`src/rtl/core/assert_macros.svh`:
```
// Assertion macros shared by the core RTL files.
`ifndef ASSERT_MACROS_SVH
`define ASSERT_MACROS_SVH
`ifndef SYNTH
// Checked only while out of reset.
`define ABF_ASSERT(name, prop, msg) \
  name: assert property (@(posedge clk_i) disable iff (!rst_ni) prop) else $error(msg);
// Checked at every edge, reset included.
`define ABF_ASSERT_ALWAYS(name, prop, msg) \
  name: assert property (@(posedge clk_i) prop) else $error(msg);
`else
`define ABF_ASSERT(name, prop, msg)
`define ABF_ASSERT_ALWAYS(name, prop, msg)
`endif
`endif

```
`src/rtl/core/abf_pkg.sv`:
```
// Types, constants and codes shared by the aging Bloom filter modules.
package abf_pkg;

  localparam int GENERATIONS   = 16;
  localparam int PROBES        = 8;
  localparam int INDEX_BITS    = 16;
  localparam int SELECTORS     = 2;

  localparam int SLICE_W       = 16;
  localparam int ID_W          = 128;
  localparam int BITS_PER_WORD = 16;
  localparam int BIT_SEL_W     = $clog2(BITS_PER_WORD);
  localparam int WORD_W        = INDEX_BITS - BIT_SEL_W;
  localparam int PROBE_W       = $clog2(PROBES);
  localparam int SEL_W         = (SELECTORS > 1) ? $clog2(SELECTORS) : 1;
  localparam int SLOT_W        = $clog2(GENERATIONS);
  localparam int ROW_W         = SEL_W + PROBE_W + WORD_W;
  localparam int ROWS          = 2 ** ROW_W;
  localparam int CNT_W         = $clog2(PROBES + 1);

  localparam int QUEUE_DEPTH   = 2;
  localparam int QPTR_W        = (QUEUE_DEPTH > 1) ? $clog2(QUEUE_DEPTH) : 1;
  localparam int QCNT_W        = $clog2(QUEUE_DEPTH + 1);

  typedef enum logic [1:0] {
    OP_LOOKUP  = 2'd0,
    OP_INSERT  = 2'd1,
    OP_ADVANCE = 2'd2,
    OP_UNUSED  = 2'd3
  } opcode_e;

  typedef enum logic [1:0] {
    CMD_NOP,
    CMD_LOOKUP,
    CMD_INSERT,
    CMD_ADVANCE
  } cmd_e;

  typedef enum logic [2:0] {
    ST_CLEAR,
    ST_IDLE,
    ST_LOOK,
    ST_INS,
    ST_ADV
  } st_e;

  typedef struct packed {
    opcode_e     opcode;
    logic        filter_sel;
    logic [63:0] id_high;
    logic [63:0] id_low;
  } in_item_t;

  typedef struct packed {
    logic    found;
    opcode_e done_op;
  } out_item_t;

  typedef logic [PROBES-1:0][INDEX_BITS-1:0] pos_t;

  // One memory row: the same probe word of every generation slot.
  typedef logic [GENERATIONS-1:0][BITS_PER_WORD-1:0] row_t;

  typedef struct packed {
    cmd_e             kind;
    opcode_e          op;
    logic [SEL_W-1:0] sel;
    pos_t             pos;
  } cmd_t;

  typedef struct packed {
    logic                   rd_en;
    logic [ROW_W-1:0]       rd_addr;
    logic                   wr_en;
    logic [ROW_W-1:0]       wr_addr;
    logic [GENERATIONS-1:0] wr_seg_en;
    row_t                   wr_data;
  } mem_req_t;

endpackage

```
`src/rtl/core/abf_queue.sv`:
```
// Short command queue between the front end and the back end.
`include "assert_macros.svh"

module abf_queue (
  input  logic          clk_i,
  input  logic          rst_ni,
  input  logic          push_valid_i,
  output logic          push_ready_o,
  input  abf_pkg::cmd_t push_cmd_i,
  output logic          pop_valid_o,
  input  logic          pop_ready_i,
  output abf_pkg::cmd_t pop_cmd_o
);

  abf_pkg::cmd_t               entries_q [abf_pkg::QUEUE_DEPTH];
  logic [abf_pkg::QPTR_W-1:0]  wr_ptr_q, wr_ptr_d;
  logic [abf_pkg::QPTR_W-1:0]  rd_ptr_q, rd_ptr_d;
  logic [abf_pkg::QCNT_W-1:0]  count_q, count_d;
  logic                        push, pop;

  assign push_ready_o = count_q < abf_pkg::QCNT_W'(abf_pkg::QUEUE_DEPTH);
  assign pop_valid_o  = count_q != '0;
  assign pop_cmd_o    = entries_q[rd_ptr_q];
  assign push         = push_valid_i && push_ready_o;
  assign pop          = pop_valid_o && pop_ready_i;

  always_comb begin
    wr_ptr_d = wr_ptr_q;
    rd_ptr_d = rd_ptr_q;
    count_d  = count_q;
    if (push) begin
      wr_ptr_d = (wr_ptr_q == abf_pkg::QPTR_W'(abf_pkg::QUEUE_DEPTH - 1)) ? '0 : wr_ptr_q + 1'b1;
    end
    if (pop) begin
      rd_ptr_d = (rd_ptr_q == abf_pkg::QPTR_W'(abf_pkg::QUEUE_DEPTH - 1)) ? '0 : rd_ptr_q + 1'b1;
    end
    if (push && !pop) begin
      count_d = count_q + 1'b1;
    end else if (pop && !push) begin
      count_d = count_q - 1'b1;
    end
  end

  always_ff @(posedge clk_i or negedge rst_ni) begin
    if (!rst_ni) begin
      wr_ptr_q <= '0;
      rd_ptr_q <= '0;
      count_q  <= '0;
    end else begin
      wr_ptr_q <= wr_ptr_d;
      rd_ptr_q <= rd_ptr_d;
      count_q  <= count_d;
    end
  end

  always_ff @(posedge clk_i) begin
    if (push) begin
      entries_q[wr_ptr_q] <= push_cmd_i;
    end
  end

  `ABF_ASSERT(a_queue_count_bound, count_q <= abf_pkg::QCNT_W'(abf_pkg::QUEUE_DEPTH), "queue count exceeds depth")

endmodule

```
`config.mk`:
```
export PLATFORM = sky130hd
export DESIGN_NAME = abf_queue
export DESIGN_NICKNAME = d
export VERILOG_FILES = /design/src/rtl/core/abf_pkg.sv /design/src/rtl/core/abf_queue.sv
export VERILOG_INCLUDE_DIRS = /design/src /design/src/rtl/core
export SDC_FILE = /design/constraint.sdc
export NUM_CORES = 1
export LEC_CHECK = 0
export BUFFER_PORTS_ARGS = -buffer_cell sky130_fd_sc_hd__buf_2
export CAP_MARGIN = 20
export CELL_PAD_IN_SITES_DETAIL_PLACEMENT = 0
export CELL_PAD_IN_SITES_GLOBAL_PLACEMENT = 1
export CORE_MARGIN = 10
export CORE_UTILIZATION = 39
export DETAILED_ROUTE_END_ITERATION = 8
export GPL_ROUTABILITY_DRIVEN = 1
export HOLD_SLACK_MARGIN = 0.03
export PLACE_DENSITY = 0.8
export SLEW_MARGIN = 40
export SYNTH_ARGS = -nofsm -noshare
export SYNTH_HDL_FRONTEND = slang
export SYNTH_SLANG_ARGS = --single-unit
```
`constraint.sdc`:
```
create_clock -name clk_i -period 16.4 [get_ports clk_i]
set_input_delay 0.82 -clock clk_i [delete_from_list [all_inputs] [get_ports clk_i]]
set_output_delay 0.82 -clock clk_i [all_outputs]
set_load 0.005 [all_outputs]
```
==> impl_results.md <==
- Status: finished, final reports clean
- Worst Path Arrival: 3460 ps
- Final hold violation count: 0
- Die H: 180 microns
- TritonRoute pass-1 iters: 4
- # DRC: 0
- Flops & latches, synth: 270
- CP Max Fanout: 50
- Yosys warning total: 0
- CP cell instances: buf_4 > buf_4 > mux2_2 > buf_2
- Vias in the first global route: 5,384
- Mapped cell area: 10,000 sq um
- Worst path max stage delay: 820 ps
- Final #Nets: 860
- Syn Inst Count: 431
- Antenna violations before repair: 4
- GRT Total Usage: 11.8%
- LEAKAGE: 0.00480 uW
- Commonest cells post-synth: edfxtp_1 (266), mux2_2 (73), mux2_4 (60), buf_6 (8), buf_2 (7)
- Clk_skew: 14.5 ps
- First-pass GRT wire length: 30.8 mm
- Distinct cells, synth: 15
- Routed WL per cell: 19.2 microns
- Post-CTS Setup Bufs: 0
- CTS max path bufs: 3
- Top-area cell type share of the netlist area: 79.7%
- Layout cells sized above 1: 60.4%
- Async S/R FF share, synth: 1.48%
- Hold Slack: 105 ps
- Slew headroom: 45.5%
- Startpoint types: flop
- Clock sinks: 270
- Fin crit share: 26.1%
- Share of the yosys chip area belonging to registers: 80.6%
- I/O Buffers: 271
- Post-synthesis xor/xnor area fraction: 0.437%
- Least-Margin Pin Slew: 817 ps
- DP Cell Count: 1,023
- Die width: 180 microns
- Setup crit end kind: primary output
- WL final: 20.6 mm
- Fin crit period: 4280 ps
- Layout fillers: 2,095
- Hold_buf cts: 0
- Pin count of the biggest net entering global routing: 71
- Post-cts resize count: 0
- Max VDD drop: 0.0000911 V
- Simple-gate portion of the synthesized area: 0.324%
- PD cells: 164 nW/um^2
- Routed vias: 4,946
- Setup_tns: 0 ps
- Required time of the critical path: 15,580 ps
- Num ports: 272
- CTS tree: done
- Min-Delay Path Class: input pin to asynchronous set/reset pin
- Initial Utilization: 39.7%
- Avg Inst Size Synth: 23.3 sq um
- Row count: 58
- Max Slew Vio Count: 0
- Top-count cell post-synth: edfxtp_1
- Finished Layout Cells: 1,071
- H-tree lvl count: 1
- Bufs and invs on worst path: 3
- Routed vias/inst: 4.62
- CTS clk-pin slew, worst paths: 60 ps
- Critical Path Slowest Stage Cell: dfrtp_4
- Core Util, Final: 49.7%
- Delay-heaviest family, CP: buffers and inverters
- Die Area: 32,500 sq um
- Post-synthesis compound-gate area fraction: 0%
- Main flop type after synthesis: edfxtp_1
- Design Power: 2060 uW
- Top post-synthesis cells by area: edfxtp_1 (80%), mux2_4 (9.0%), mux2_2 (8.2%), dfrtp_1 (1.0%), buf_6 (0.90%)
- Synth Net Count: 569
- Peak Freq: 233 MHz
- Largest family of logic cells by synthesized area: multiplexers
- EDFF count, synth: 266
- Root Driver: clkbuf_16
- Post-synthesis mux area share: 17.2%
- RePlAce Congestion: 0.732
- Finish-stage setup viols: 0
- Critical path type: flop to primary output
- Initial drt markers: 217
- Layout Area Growth over Synthesis: 25.1%
- RSZ-0062 raised after global routing: false
- Cell taking the most area after synthesis: edfxtp_1
- Cts bufs inserted: 27
- Adder-cell share of the synthesized area: 0.125%
- Max_cap viols: 0
- ANT nets after route: 0
- DP Wirelength: 14.5 mm
- Core box area: 25,300 sq um
- Critical Path Most Common Cell: buf_4
- Global route overflow: 0
- Later-pin clock latency in the skew report: 520 ps
[layout make-up]
class                      count  area (sq um)  area share [%]
multi-input combinational    145          1820            14.5
timing repair buffer         277          1430            11.4
tap                          330           413            3.29
antenna                        3          7.51          0.0599
inverter                       1          3.75          0.0299
clock inverter                11          78.8           0.628
sequential                   270          8090            64.5
clock buffer                  34           702            5.60
[final timing paths]
check	start	endpoint	slack (ps)	cells after the start
setup / recovery	rd_ptr_q	pop_cmd_o[29]	12120	4
hold / removal	rst_ni	rd_ptr_q	100	1
setup reg to reg	count_q[1]	entries_q[0][24]	13970	4
hold reg to reg	count_q[0]	count_q[0]	520	1
max in group asynchronous	rst_ni	rd_ptr_q	16160	1
min in group clk_i	push_cmd_i[111]	entries_q[0][111]	490	1
[cell usage in the layout, fill, tap and decap left out]
cell	netlist	final
and2_4	0	1
dfrtp_1	4	3
buf_2	7	271
inv_1	1	1
clkinv_1	0	6
xor2_1	2	2
buf_6	8	3
buf_4	0	2
or2_2	1	1
clkbuf_16	0	27
nor2b_4	0	1
edfxtp_1	266	266
xnor2_1	3	3
bufinv_16	0	1
ha_1	1	1
dfrtp_4	0	1
buf_12	0	1
diode_2	0	3
nor2_1	1	1
clkbuf_1	0	7
inv_8	0	1
mux2_4	60	60
nor2b_1	2	1
nand2_1	1	1
mux2_2	73	73
clkinv_2	0	3
[per-layer routing]
layer / wire length, microns / track usage (%)
met5: 18 / 0
met4: 351 / 3.18
met3: 1890 / 4.60
met2: 10300 / 20.3
met1: 7980 / 13.6
[where the power goes]
group,leakage (uW),switching (uW),internal [uW]
Sequential,0.00249,49.9,905
Clock,0.000382,230,316
Combinational,0.00193,262,299
[logic make-up after synthesis]
kind of cell	count (synthesis)
XOR/XNOR	5
adder cells (fa/ha/maj)	1
buffers and inverters	16
flip-flops	270
multiplexers	133
AND/OR/NAND/NOR	6
[sequential cells by signal, indices dropped and copies added (netlist names)]
| register | flops |
|---|---|
| rd_ptr_q | 1 |
| wr_ptr_q | 1 |
| count_q | 2 |
| entries_q | 266 |
[metrics by stage]
| step | cell area, sq um | setup WS, ps |
|---|---|---|
| floorplan | 10000 | 8810 |
| global placement | 11700 | 12680 |
| detailed placement | 11800 | 12620 |
| CTS | 12500 | 12040 |
| global route | 12500 | 11920 |
| finish | 12500 | 12120 |
[worst register-to-register path: stages (launching register included)]
cell	delay (ps)
dfrtp_1	380
nor2b_1	300
nor2b_4	210
buf_6	480
buf_6	600
(Power assumes the default switching activity.)
