==> src/rtl/core/assert_macros.svh <==
// Assertion macros shared by the core RTL files.
`ifndef ASSERT_MACROS_SVH
`define ASSERT_MACROS_SVH
`ifndef SYNTH
// Checked only while out of reset.
`define ABF_ASSERT(name, prop, msg) \
  name: assert property (@(posedge clk_i) disable iff (!rst_ni) prop) else $error(msg);
// Checked at every edge, reset included.
`define ABF_ASSERT_ALWAYS(name, prop, msg) \
  name: assert property (@(posedge clk_i) prop) else $error(msg);
`else
`define ABF_ASSERT(name, prop, msg)
`define ABF_ASSERT_ALWAYS(name, prop, msg)
`endif
`endif

==> src/rtl/core/abf_pkg.sv <==
// Types, constants and codes shared by the aging Bloom filter modules.
package abf_pkg;

  localparam int GENERATIONS   = 16;
  localparam int PROBES        = 8;
  localparam int INDEX_BITS    = 16;
  localparam int SELECTORS     = 2;

  localparam int SLICE_W       = 16;
  localparam int ID_W          = 128;
  localparam int BITS_PER_WORD = 16;
  localparam int BIT_SEL_W     = $clog2(BITS_PER_WORD);
  localparam int WORD_W        = INDEX_BITS - BIT_SEL_W;
  localparam int PROBE_W       = $clog2(PROBES);
  localparam int SEL_W         = (SELECTORS > 1) ? $clog2(SELECTORS) : 1;
  localparam int SLOT_W        = $clog2(GENERATIONS);
  localparam int ROW_W         = SEL_W + PROBE_W + WORD_W;
  localparam int ROWS          = 2 ** ROW_W;
  localparam int CNT_W         = $clog2(PROBES + 1);

  localparam int QUEUE_DEPTH   = 2;
  localparam int QPTR_W        = (QUEUE_DEPTH > 1) ? $clog2(QUEUE_DEPTH) : 1;
  localparam int QCNT_W        = $clog2(QUEUE_DEPTH + 1);

  typedef enum logic [1:0] {
    OP_LOOKUP  = 2'd0,
    OP_INSERT  = 2'd1,
    OP_ADVANCE = 2'd2,
    OP_UNUSED  = 2'd3
  } opcode_e;

  typedef enum logic [1:0] {
    CMD_NOP,
    CMD_LOOKUP,
    CMD_INSERT,
    CMD_ADVANCE
  } cmd_e;

  typedef enum logic [2:0] {
    ST_CLEAR,
    ST_IDLE,
    ST_LOOK,
    ST_INS,
    ST_ADV
  } st_e;

  typedef struct packed {
    opcode_e     opcode;
    logic        filter_sel;
    logic [63:0] id_high;
    logic [63:0] id_low;
  } in_item_t;

  typedef struct packed {
    logic    found;
    opcode_e done_op;
  } out_item_t;

  typedef logic [PROBES-1:0][INDEX_BITS-1:0] pos_t;

  // One memory row: the same probe word of every generation slot.
  typedef logic [GENERATIONS-1:0][BITS_PER_WORD-1:0] row_t;

  typedef struct packed {
    cmd_e             kind;
    opcode_e          op;
    logic [SEL_W-1:0] sel;
    pos_t             pos;
  } cmd_t;

  typedef struct packed {
    logic                   rd_en;
    logic [ROW_W-1:0]       rd_addr;
    logic                   wr_en;
    logic [ROW_W-1:0]       wr_addr;
    logic [GENERATIONS-1:0] wr_seg_en;
    row_t                   wr_data;
  } mem_req_t;

endpackage

==> src/rtl/core/abf_front.sv <==
// Front end: accepts input items, decodes them and cuts the identifier into probe positions.
module abf_front (
  input  logic              clk_i,
  input  logic              rst_ni,
  input  logic              in_valid_i,
  output logic              in_ready_o,
  input  abf_pkg::in_item_t in_item_i,
  output logic              cmd_valid_o,
  input  logic              cmd_ready_i,
  output abf_pkg::cmd_t     cmd_o
);

  logic                        valid_q, valid_d;
  abf_pkg::cmd_t               cmd_q, cmd_d;
  logic                        load;
  logic                        sel_ok;
  logic [abf_pkg::ID_W-1:0]    id;
  logic [abf_pkg::SLICE_W-1:0] slice;

  assign in_ready_o = !valid_q || cmd_ready_i;
  assign load       = in_valid_i && in_ready_o;
  assign sel_ok     = int'(in_item_i.filter_sel) < abf_pkg::SELECTORS;
  assign id         = {in_item_i.id_high, in_item_i.id_low};

  always_comb begin
    cmd_d     = cmd_q;
    slice     = '0;
    if (load) begin
      cmd_d.op  = in_item_i.opcode;
      cmd_d.sel = abf_pkg::SEL_W'(in_item_i.filter_sel);
      case (in_item_i.opcode)
        abf_pkg::OP_LOOKUP:  cmd_d.kind = sel_ok ? abf_pkg::CMD_LOOKUP : abf_pkg::CMD_NOP;
        abf_pkg::OP_INSERT:  cmd_d.kind = sel_ok ? abf_pkg::CMD_INSERT : abf_pkg::CMD_NOP;
        abf_pkg::OP_ADVANCE: cmd_d.kind = abf_pkg::CMD_ADVANCE;
        default:             cmd_d.kind = abf_pkg::CMD_NOP;
      endcase
      // Slice 0 is the most significant 16 bits of the identifier.
      for (int k = 0; k < abf_pkg::PROBES; k++) begin
        slice        = id[abf_pkg::ID_W-1-abf_pkg::SLICE_W*k -: abf_pkg::SLICE_W];
        cmd_d.pos[k] = slice[abf_pkg::INDEX_BITS-1:0];
      end
    end
  end

  always_comb begin
    if (load) begin
      valid_d = 1'b1;
    end else if (cmd_ready_i) begin
      valid_d = 1'b0;
    end else begin
      valid_d = valid_q;
    end
  end

  always_ff @(posedge clk_i or negedge rst_ni) begin
    if (!rst_ni) begin
      valid_q <= 1'b0;
    end else begin
      valid_q <= valid_d;
    end
  end

  always_ff @(posedge clk_i) begin
    cmd_q <= cmd_d;
  end

  assign cmd_valid_o = valid_q;
  assign cmd_o       = cmd_q;

endmodule

==> config.mk <==
export PLATFORM = sky130hd
export DESIGN_NAME = abf_front
export DESIGN_NICKNAME = d
export VERILOG_FILES = /design/src/rtl/core/assert_macros.svh /design/src/rtl/core/abf_pkg.sv /design/src/rtl/core/abf_front.sv
export SDC_FILE = /design/constraint.sdc
export NUM_CORES = 1
export LEC_CHECK = 0
export BUFFER_PORTS_ARGS = -buffer_cell sky130_fd_sc_hd__buf_4
export CELL_PAD_IN_SITES_DETAIL_PLACEMENT = 1
export CELL_PAD_IN_SITES_GLOBAL_PLACEMENT = 1
export CORE_MARGIN = 2
export CORE_UTILIZATION = 30
export CTS_CLUSTER_DIAMETER = 80
export CTS_CLUSTER_SIZE = 28
export DETAILED_ROUTE_END_ITERATION = 7
export PLACE_DENSITY_LB_ADDON = 0.1
export SYNTH_ARGS = -nofsm -noshare
export SYNTH_HDL_FRONTEND = slang
export SYNTH_SLANG_ARGS = --single-unit
==> constraint.sdc <==
create_clock -name clk_i -period 2.1 [get_ports clk_i]
set_clock_uncertainty 0.2 [all_clocks]
set_input_delay 0.42 -clock clk_i [delete_from_list [all_inputs] [get_ports clk_i]]
set_output_delay 0.42 -clock clk_i [all_outputs]
set_load 0.02 [all_outputs]
==> results.toml, run 1 <==
[clock_network]
cts_resized = 0
postCtsSetupRepairBufs = 0
cts-root-buf = "clkbuf_16"
clk_path_buf_depth = 2
h-tree-depth = 4
cts_sinks = 134
hold_buffers = 126
cts_buffers = 17

[yosys]
ys_warn_count = 0
syn-num-nets = 282
syn_area_per_cell_um2 = 28.5
synth-seq-cells = 134
synth.cell_area_mm2 = 0.00410
synthDistinctLibCells = 8
yosys-top-cells-area = "edfxtp_1 97%, ha_1 0.92%, dfrtp_1 0.61%, nand2b_4 0.34%, and2_4 0.21%"
synth_top_area_share_pct = 97.4
synth_top_area_cell = "edfxtp_1"
syn_inst = 144
seq_area_frac_synth_pct = 98.0

[floorplan]
io_pins = 270
start_util_pct = 30.8
die_h_um = 121
num_rows = 42
die_x_um = 121

[placement]
dp.cells = 592
dp_slack_ns = 0.340
placed_area_mm2 = 0.00639
place.gp.congestion = 0.700
io_buffer_count = 269

[status]
error = "[ERROR RSZ-0060] Max buffer count reached."
status = "aborted with a tool error"
lastStage = "clock tree synthesis"
## Yosys cell counts
cell type  count
edfxtp_1     133
ha_1           3
inv_1          2
nor2_1         2
and2_4         1
dfrtp_1        1
nand2b_1       1
nand2b_4       1
## logic make-up after synthesis
group	synth area share (%)
DFF	98.0
and+or+nand+nor	0.885
adders and majority gates	0.916
buffers and inverters	0.183
## per-stage QoR
step / TNS (ns) / hold WS (ns)
floorplan: -11.29 / -0.0756
global placement: 0 / -0.00399
detailed placement: 0 / -0.00337
==> run 2: changes to the inputs <==
==> config.mk (replaced) <==
export PLATFORM = sky130hd
export DESIGN_NAME = abf_front
export DESIGN_NICKNAME = d
export VERILOG_FILES = /design/src/rtl/core/assert_macros.svh /design/src/rtl/core/abf_pkg.sv /design/src/rtl/core/abf_front.sv
export SDC_FILE = /design/constraint.sdc
export NUM_CORES = 1
export LEC_CHECK = 0
export BUFFER_PORTS_ARGS = -buffer_cell sky130_fd_sc_hd__buf_4
export CORE_MARGIN = 2
export CORE_UTILIZATION = 22
export DETAILED_ROUTE_END_ITERATION = 7
export PLACE_DENSITY_LB_ADDON = 0.15
export SYNTH_ARGS = -nofsm -noshare
export SYNTH_HDL_FRONTEND = slang
export SYNTH_SLANG_ARGS = --single-unit
==> constraint.sdc (replaced) <==
create_clock -name clk_i -period 2.75 [get_ports clk_i]
set_clock_uncertainty 0.2 [all_clocks]
set_input_delay 0.55 -clock clk_i [delete_from_list [all_inputs] [get_ports clk_i]]
set_output_delay 0.55 -clock clk_i [all_outputs]
set_load 0.02 [all_outputs]
==> run 2 against run 1 <==
Effect of this change:
- the flow now finishes without violations
- synthesized cell count is the same
- synthesized area unchanged
==> results.toml, run 2 <==
[detailed_routing]
avgRoutedWirePerCell_um = 15.5
vias = 2536
antenna_left = 0
wl_um = 10500
drtPass1Iterations = 4
drcViolationCount = 0
drtIter0Drc = 141
vias_per_cell = 3.74

[hold_path]
hold-path-endpoint = "cmd_o[22]"
holdPathStages = 1
holdCritStartpoint = "in_item_i[102]"
hp-class = "input pin to flip-flop"

[yosys]
ys_warn_count = 0
ys_async_sr_fraction_pct = 0.746
synthDistinctLibCells = 8
seq_area_frac_synth_pct = 98.0
synth_top_area_share_pct = 97.4
syn_inst = 144
yosysMostFrequentCell = "edfxtp_1"
yosys-top-cells-area = "edfxtp_1 97%, ha_1 0.92%, dfrtp_1 0.61%, nand2b_4 0.34%, and2_4 0.21%"
syn-num-nets = 282
syn_area_per_cell_um2 = 28.5
synth_top_area_cell = "edfxtp_1"
synth-seq-cells = 134
synth.cell_area_mm2 = 0.00410
synth_common_cells = "133 x edfxtp_1, 3 x ha_1, 2 x inv_1, 2 x nor2_1"
synthFlopType = "edfxtp_1"
synth_edf_count = 133

[floorplan]
coreArea_mm2 = 0.0181
num_rows = 49
die_h_um = 141
die_x_um = 141
io_pins = 270
start_util_pct = 22.6
dieArea_mm2 = 0.0197

[worst_setup_path]
path_buf_inv = 1
critPathSlowestCell = "dfrtp_1"
critPathTopFamily = "flip-flops"
critPathMaxFanout = 3
critical_path_class = "flip-flop to output pin"
cp_cell_sequence = "nand2b_4, buf_4"
slowest_delay_ns = 0.41
arrival_ns = 1.04
rr_startpoint = "cmd_valid_o"
r2r_cells = 3
cp-start-kind = "flip-flop"
end_kind = "output pin"
r2r_end = "cmd_o[119]"
worstPathRequired_ns = 2.00
rrSetupSlack_ns = 1.06

[global_route]
grt-ovfl-total = 0
first_global_vias = 2774
grt_pass1_wl_um = 15400
grt_usage_pct = 10.6
antenna_found_initial = 1
grt_max_degree = 95

[timing]
fin_crit_ns = 1.79
max_freq_mhz = 559
report.final.slew_viol_count = 0
worst_slew_pin_slew_ns = 0.537
relSlewSlack_pct = 64.2
finalSetupTns_ns = 0
rsz0062_at_grt = "false"
setup_violations = 0
hold_viol_final = 0
finalCritPeriodShare_pct = 65.1

[final_layout]
mostFrequentLayoutCell = "buf_4"
fin_area_mm2 = 0.00705
regArea_mm2 = 0.00402
final_cell_mix = "270 x buf_4, 133 x edfxtp_1, 17 x clkbuf_16"
multi_input_area_um2 = 73.8
drive_gt1_share_pct = 68.1
fill_cells = 1701
syn_to_final_growth_pct = 71.9
fin_util_pct = 38.8
largest_register_ffs = 133
finish.net_count = 573

[clock_network]
insertion_delay_ns = 0.41
cts_tree = "done"
cts.clk_slew.worst_paths_ns = 0.06
h-tree-depth = 4
postCtsSetupRepairBufs = 0
cts_buffers = 17
clk_path_buf_depth = 2
cts-root-buf = "clkbuf_16"
cts_sinks = 134

[status]
status = "finished, final reports clean"

[power_and_ir_drop]
powerDensity_mw_per_mm2 = 745
cellLeakagePower_nw = 2.94
power_w = 0.00525
irDropWorstVdd_mv = 0.386

[flow_run]
drv_cap = 0

[placement]
io_buffer_count = 269
place.gp.congestion = 0.733
placed_area_mm2 = 0.00643
[run 2: final cells by class]
| type | count | area share (%) |
|---|---|---|
| Antenna cell | 1 | 0.0355 |
| Tap cell | 229 | 4.06 |
| Clock buffer | 17 | 6.03 |
| Sequential cell | 134 | 57.0 |
| Clock inverter | 15 | 2.52 |
| Timing Repair Buffer | 272 | 29.2 |
| Inverter | 2 | 0.106 |
| Multi-Input combinational cell | 8 | 1.05 |
[run 2: where the power goes]
| part | internal [W] | switching, W |
|---|---|---|
| logic | 0.000255 | 0.000262 |
| clock network | 0.00143 | 0.000892 |
| registers | 0.00238 | 0.0000291 |
[run 2: cells by family after synthesis]
logic type    synth area share [%]
fa+ha+maj                    0.916
buf+inv                      0.183
flops                         98.0
simple gates                 0.885
[run 2: how the worst max path moves through the flow]
stage / from / to / depth (start not counted) / slack (ns)
4_1_cts: cmd_valid_o / in_ready_o / 2 / 0.94
5_1_grt: cmd_valid_o / in_ready_o / 2 / 0.90
3_3_place_gp: cmd_ready_i / cmd_o[96] / 4 / 0.82
2_1_floorplan: cmd_ready_i / cmd_o[0] / 2 / 0.44
3_5_place_dp: cmd_ready_i / cmd_o[108] / 4 / 0.81
6_report: cmd_valid_o / in_ready_o / 2 / 0.96
[run 2: stage by stage]
| stage | std cells | setup WS [ns] | hold slack [ns] |
|---|---|---|---|
| after floorplan | 144 | 0.439 | 0.0544 |
| after global placement | 644 | 0.816 | 0.126 |
| after detailed placement | 644 | 0.807 | 0.128 |
| after CTS | 677 | 0.938 | 0.0882 |
| after global routing | 677 | 0.902 | 0.0758 |
| final | 678 | 0.960 | 0.106 |
[run 2: timing repair]
| item | in CTS | in global routing |
|---|---|---|
| endpoints found under the hold margin | 1 | 0 |
| gates resized for setup | 0 | 0 |
| hold buffers | 1 | 0 |
[run 2: metal layers]
layer  up-vias  wire, µm  track usage [%]
met3         7      1640             7.38
met5         -         0                0
met1      1160      4030             11.9
li1       1169         -                -
met2       200      4720             15.6
met4         0       130             4.74
Power figures use the tool's default switching activity.
==> run 3: changes to the inputs <==
==> constraint.sdc (replaced) <==
create_clock -name clk_i -period 1.5 [get_ports clk_i]
set_clock_uncertainty 0.2 [all_clocks]
set_input_delay 0.3 -clock clk_i [delete_from_list [all_inputs] [get_ports clk_i]]
set_output_delay 0.3 -clock clk_i [all_outputs]
set_load 0.02 [all_outputs]
==> run 3 against run 2 <==
Effect of this change:
- the run now ends with setup timing left
- critical endpoint unchanged
- non-clock buffer count rose by 155
- total power rose by 94%
- first-iteration DRC count decreased by 59%
- die area stayed put
- via count is 24% higher
- hold slack better by 0.038 ns
==> results.toml, run 3 (synthesis results as in run 2) <==
[power_and_ir_drop]
cellLeakagePower_nw = 3.72
powerDensity_mw_per_mm2 = 1150
irDropWorstVdd_mv = 0.712

[worst_setup_path]
cp-start-kind = "flip-flop"
slowest_delay_ns = 0.42
arrival_ns = 1.11
path_buf_inv = 2
cp_cell_sequence = "nand2b_4, buf_6, buf_6"
cpMostUsedCell = "buf_6"
critical_path_class = "flip-flop to output pin"
critPathMaxFanout = 2
end_kind = "output pin"
worstPathRequired_ns = 1.00
critPathSlowestCell = "dfrtp_2"
critPathTopFamily = "flip-flops"

[clock_network]
cts_tree = "done"
insertion_delay_ns = 0.41
cts.clk_slew.worst_paths_ns = 0.06
clk_path_buf_depth = 2
h-tree-depth = 4
cts-root-buf = "clkbuf_16"
cts_sinks = 134
cts_buffers = 17

[global_route]
first_global_vias = 3366
grt_pass1_wl_um = 18600
grt-ovfl-total = 0
grt_usage_pct = 12.6
grt_max_degree = 36
antenna_found_initial = 0

[timing]
hold_ws_ns = 0.144
fin_ws_ns = -0.109
fin_crit_ns = 1.61
finalSetupTns_ns = -0.923
report.final.slew_viol_count = 0
rsz0062_at_grt = "true"
finalCritPeriodShare_pct = 107
relSlewSlack_pct = 87.8
hold_viol_final = 0
setup_violations = 60
max_freq_mhz = 621
worst_slew_pin_slew_ns = 0.182

[final_layout]
regArea_mm2 = 0.00402
final_cell_mix = "255 x buf_4, 134 x dlygate4sd3_1, 133 x edfxtp_1"
fill_cells = 1526
syn_to_final_growth_pct = 116
drive_gt1_share_pct = 53.7
fin_area_mm2 = 0.00888
mostFrequentLayoutCell = "buf_4"
largest_register_ffs = 133
finish.net_count = 728
antenna_cells = 0
multi_input_area_um2 = 73.8

[floorplan]
io_pins = 270
coreArea_mm2 = 0.0181
die_x_um = 141
die_h_um = 141
start_util_pct = 22.6
dieArea_mm2 = 0.0197
num_rows = 49

[detailed_routing]
vias_per_cell = 3.77
drtPass1Iterations = 4
drcViolationCount = 0
wl_um = 13000
vias = 3140
antenna_left = 0
drtIter0Drc = 58
met2_length_um = 6100
top_layer_used = "met4"
route.met3.wl_um = 1540
avgRoutedWirePerCell_um = 15.6
wirelength_met1_um = 5100

[status]
status = "finished with violations"
violations = "setup timing"

[placement]
dp_hpwl_um = 8130
io_buffer_count = 269
place.gp.congestion = 0.713
placed_area_mm2 = 0.00650

[hold_path]
hp-class = "input pin to flip-flop"

[flow_run]
drv_cap = 0
-- run 3: worst paths after layout --
path | start | endpoint | slack [ns] | cells past startpoint
worst min-delay path | cmd_ready_i | cmd_valid_o | 0.14 | 5
worst max register to register | cmd_valid_o | cmd_o[110] | -0.03 | 4
min in group asynchronous | rst_ni | cmd_valid_o | 0.54 | 3
worst max-delay path | cmd_valid_o | in_ready_o | -0.11 | 3
worst min register to register | cmd_valid_o | cmd_valid_o | 0.55 | 4
max in group asynchronous | rst_ni | cmd_valid_o | 0.44 | 3
-- run 3: timing repair --
item                                    CTS  global route
endpoints found under the hold margin   133             0
endpoints found under the setup margin   46           120
gates cloned                              2            10
hold buffers                            134             0
pin swaps                                 0             0
buffers inserted                          5             1
gates resized for setup                   8            24
-- run 3: report_power, final --
group	internal, W	switching [W]
Combinational	0.000844	0.000598
Clock	0.00277	0.00156
Sequential	0.00437	0.0000622
-- run 3: stage by stage --
stage / total power [W] / setup WS (ns) / util, % / instances
3_5_place_dp: 0.00550 / -0.0559 / 35.8 / 649
5_1_grt: 0.0106 / -0.138 / 48.9 / 832
3_3_place_gp: 0.00549 / -0.0521 / 35.8 / 649
2_1_floorplan: 0.00485 / -0.685 / - / 144
4_1_cts: 0.0102 / -0.128 / 47.3 / 822
6_report: 0.0102 / -0.109 / 48.9 / 832
-- run 3: cell type report --
class | instances | area share, %
Inverter | 2 | 0.0846
Clock inverter | 14 | 2.07
Tap cell | 229 | 3.23
Timing Repair Buffer | 427 | 43.7
Multi-Input combinational cell | 8 | 0.832
Sequential cell | 134 | 45.3
Clock buffer | 18 | 4.84
-- run 3: metal layers --
layer  vias up  GRT usage (%)
li1       1483              -
met1      1445           14.1
met2       200           20.6
met3        12           6.36
met4         0           5.26
met5         -              0
-- run 3: worst reg2reg max path, stage by stage, from the launching register on --
cell and delay, ns:
dfrtp_2 0.42, nand2b_4 0.08, and2_4 0.20, buf_12 0.17, clkbuf_16 0.18
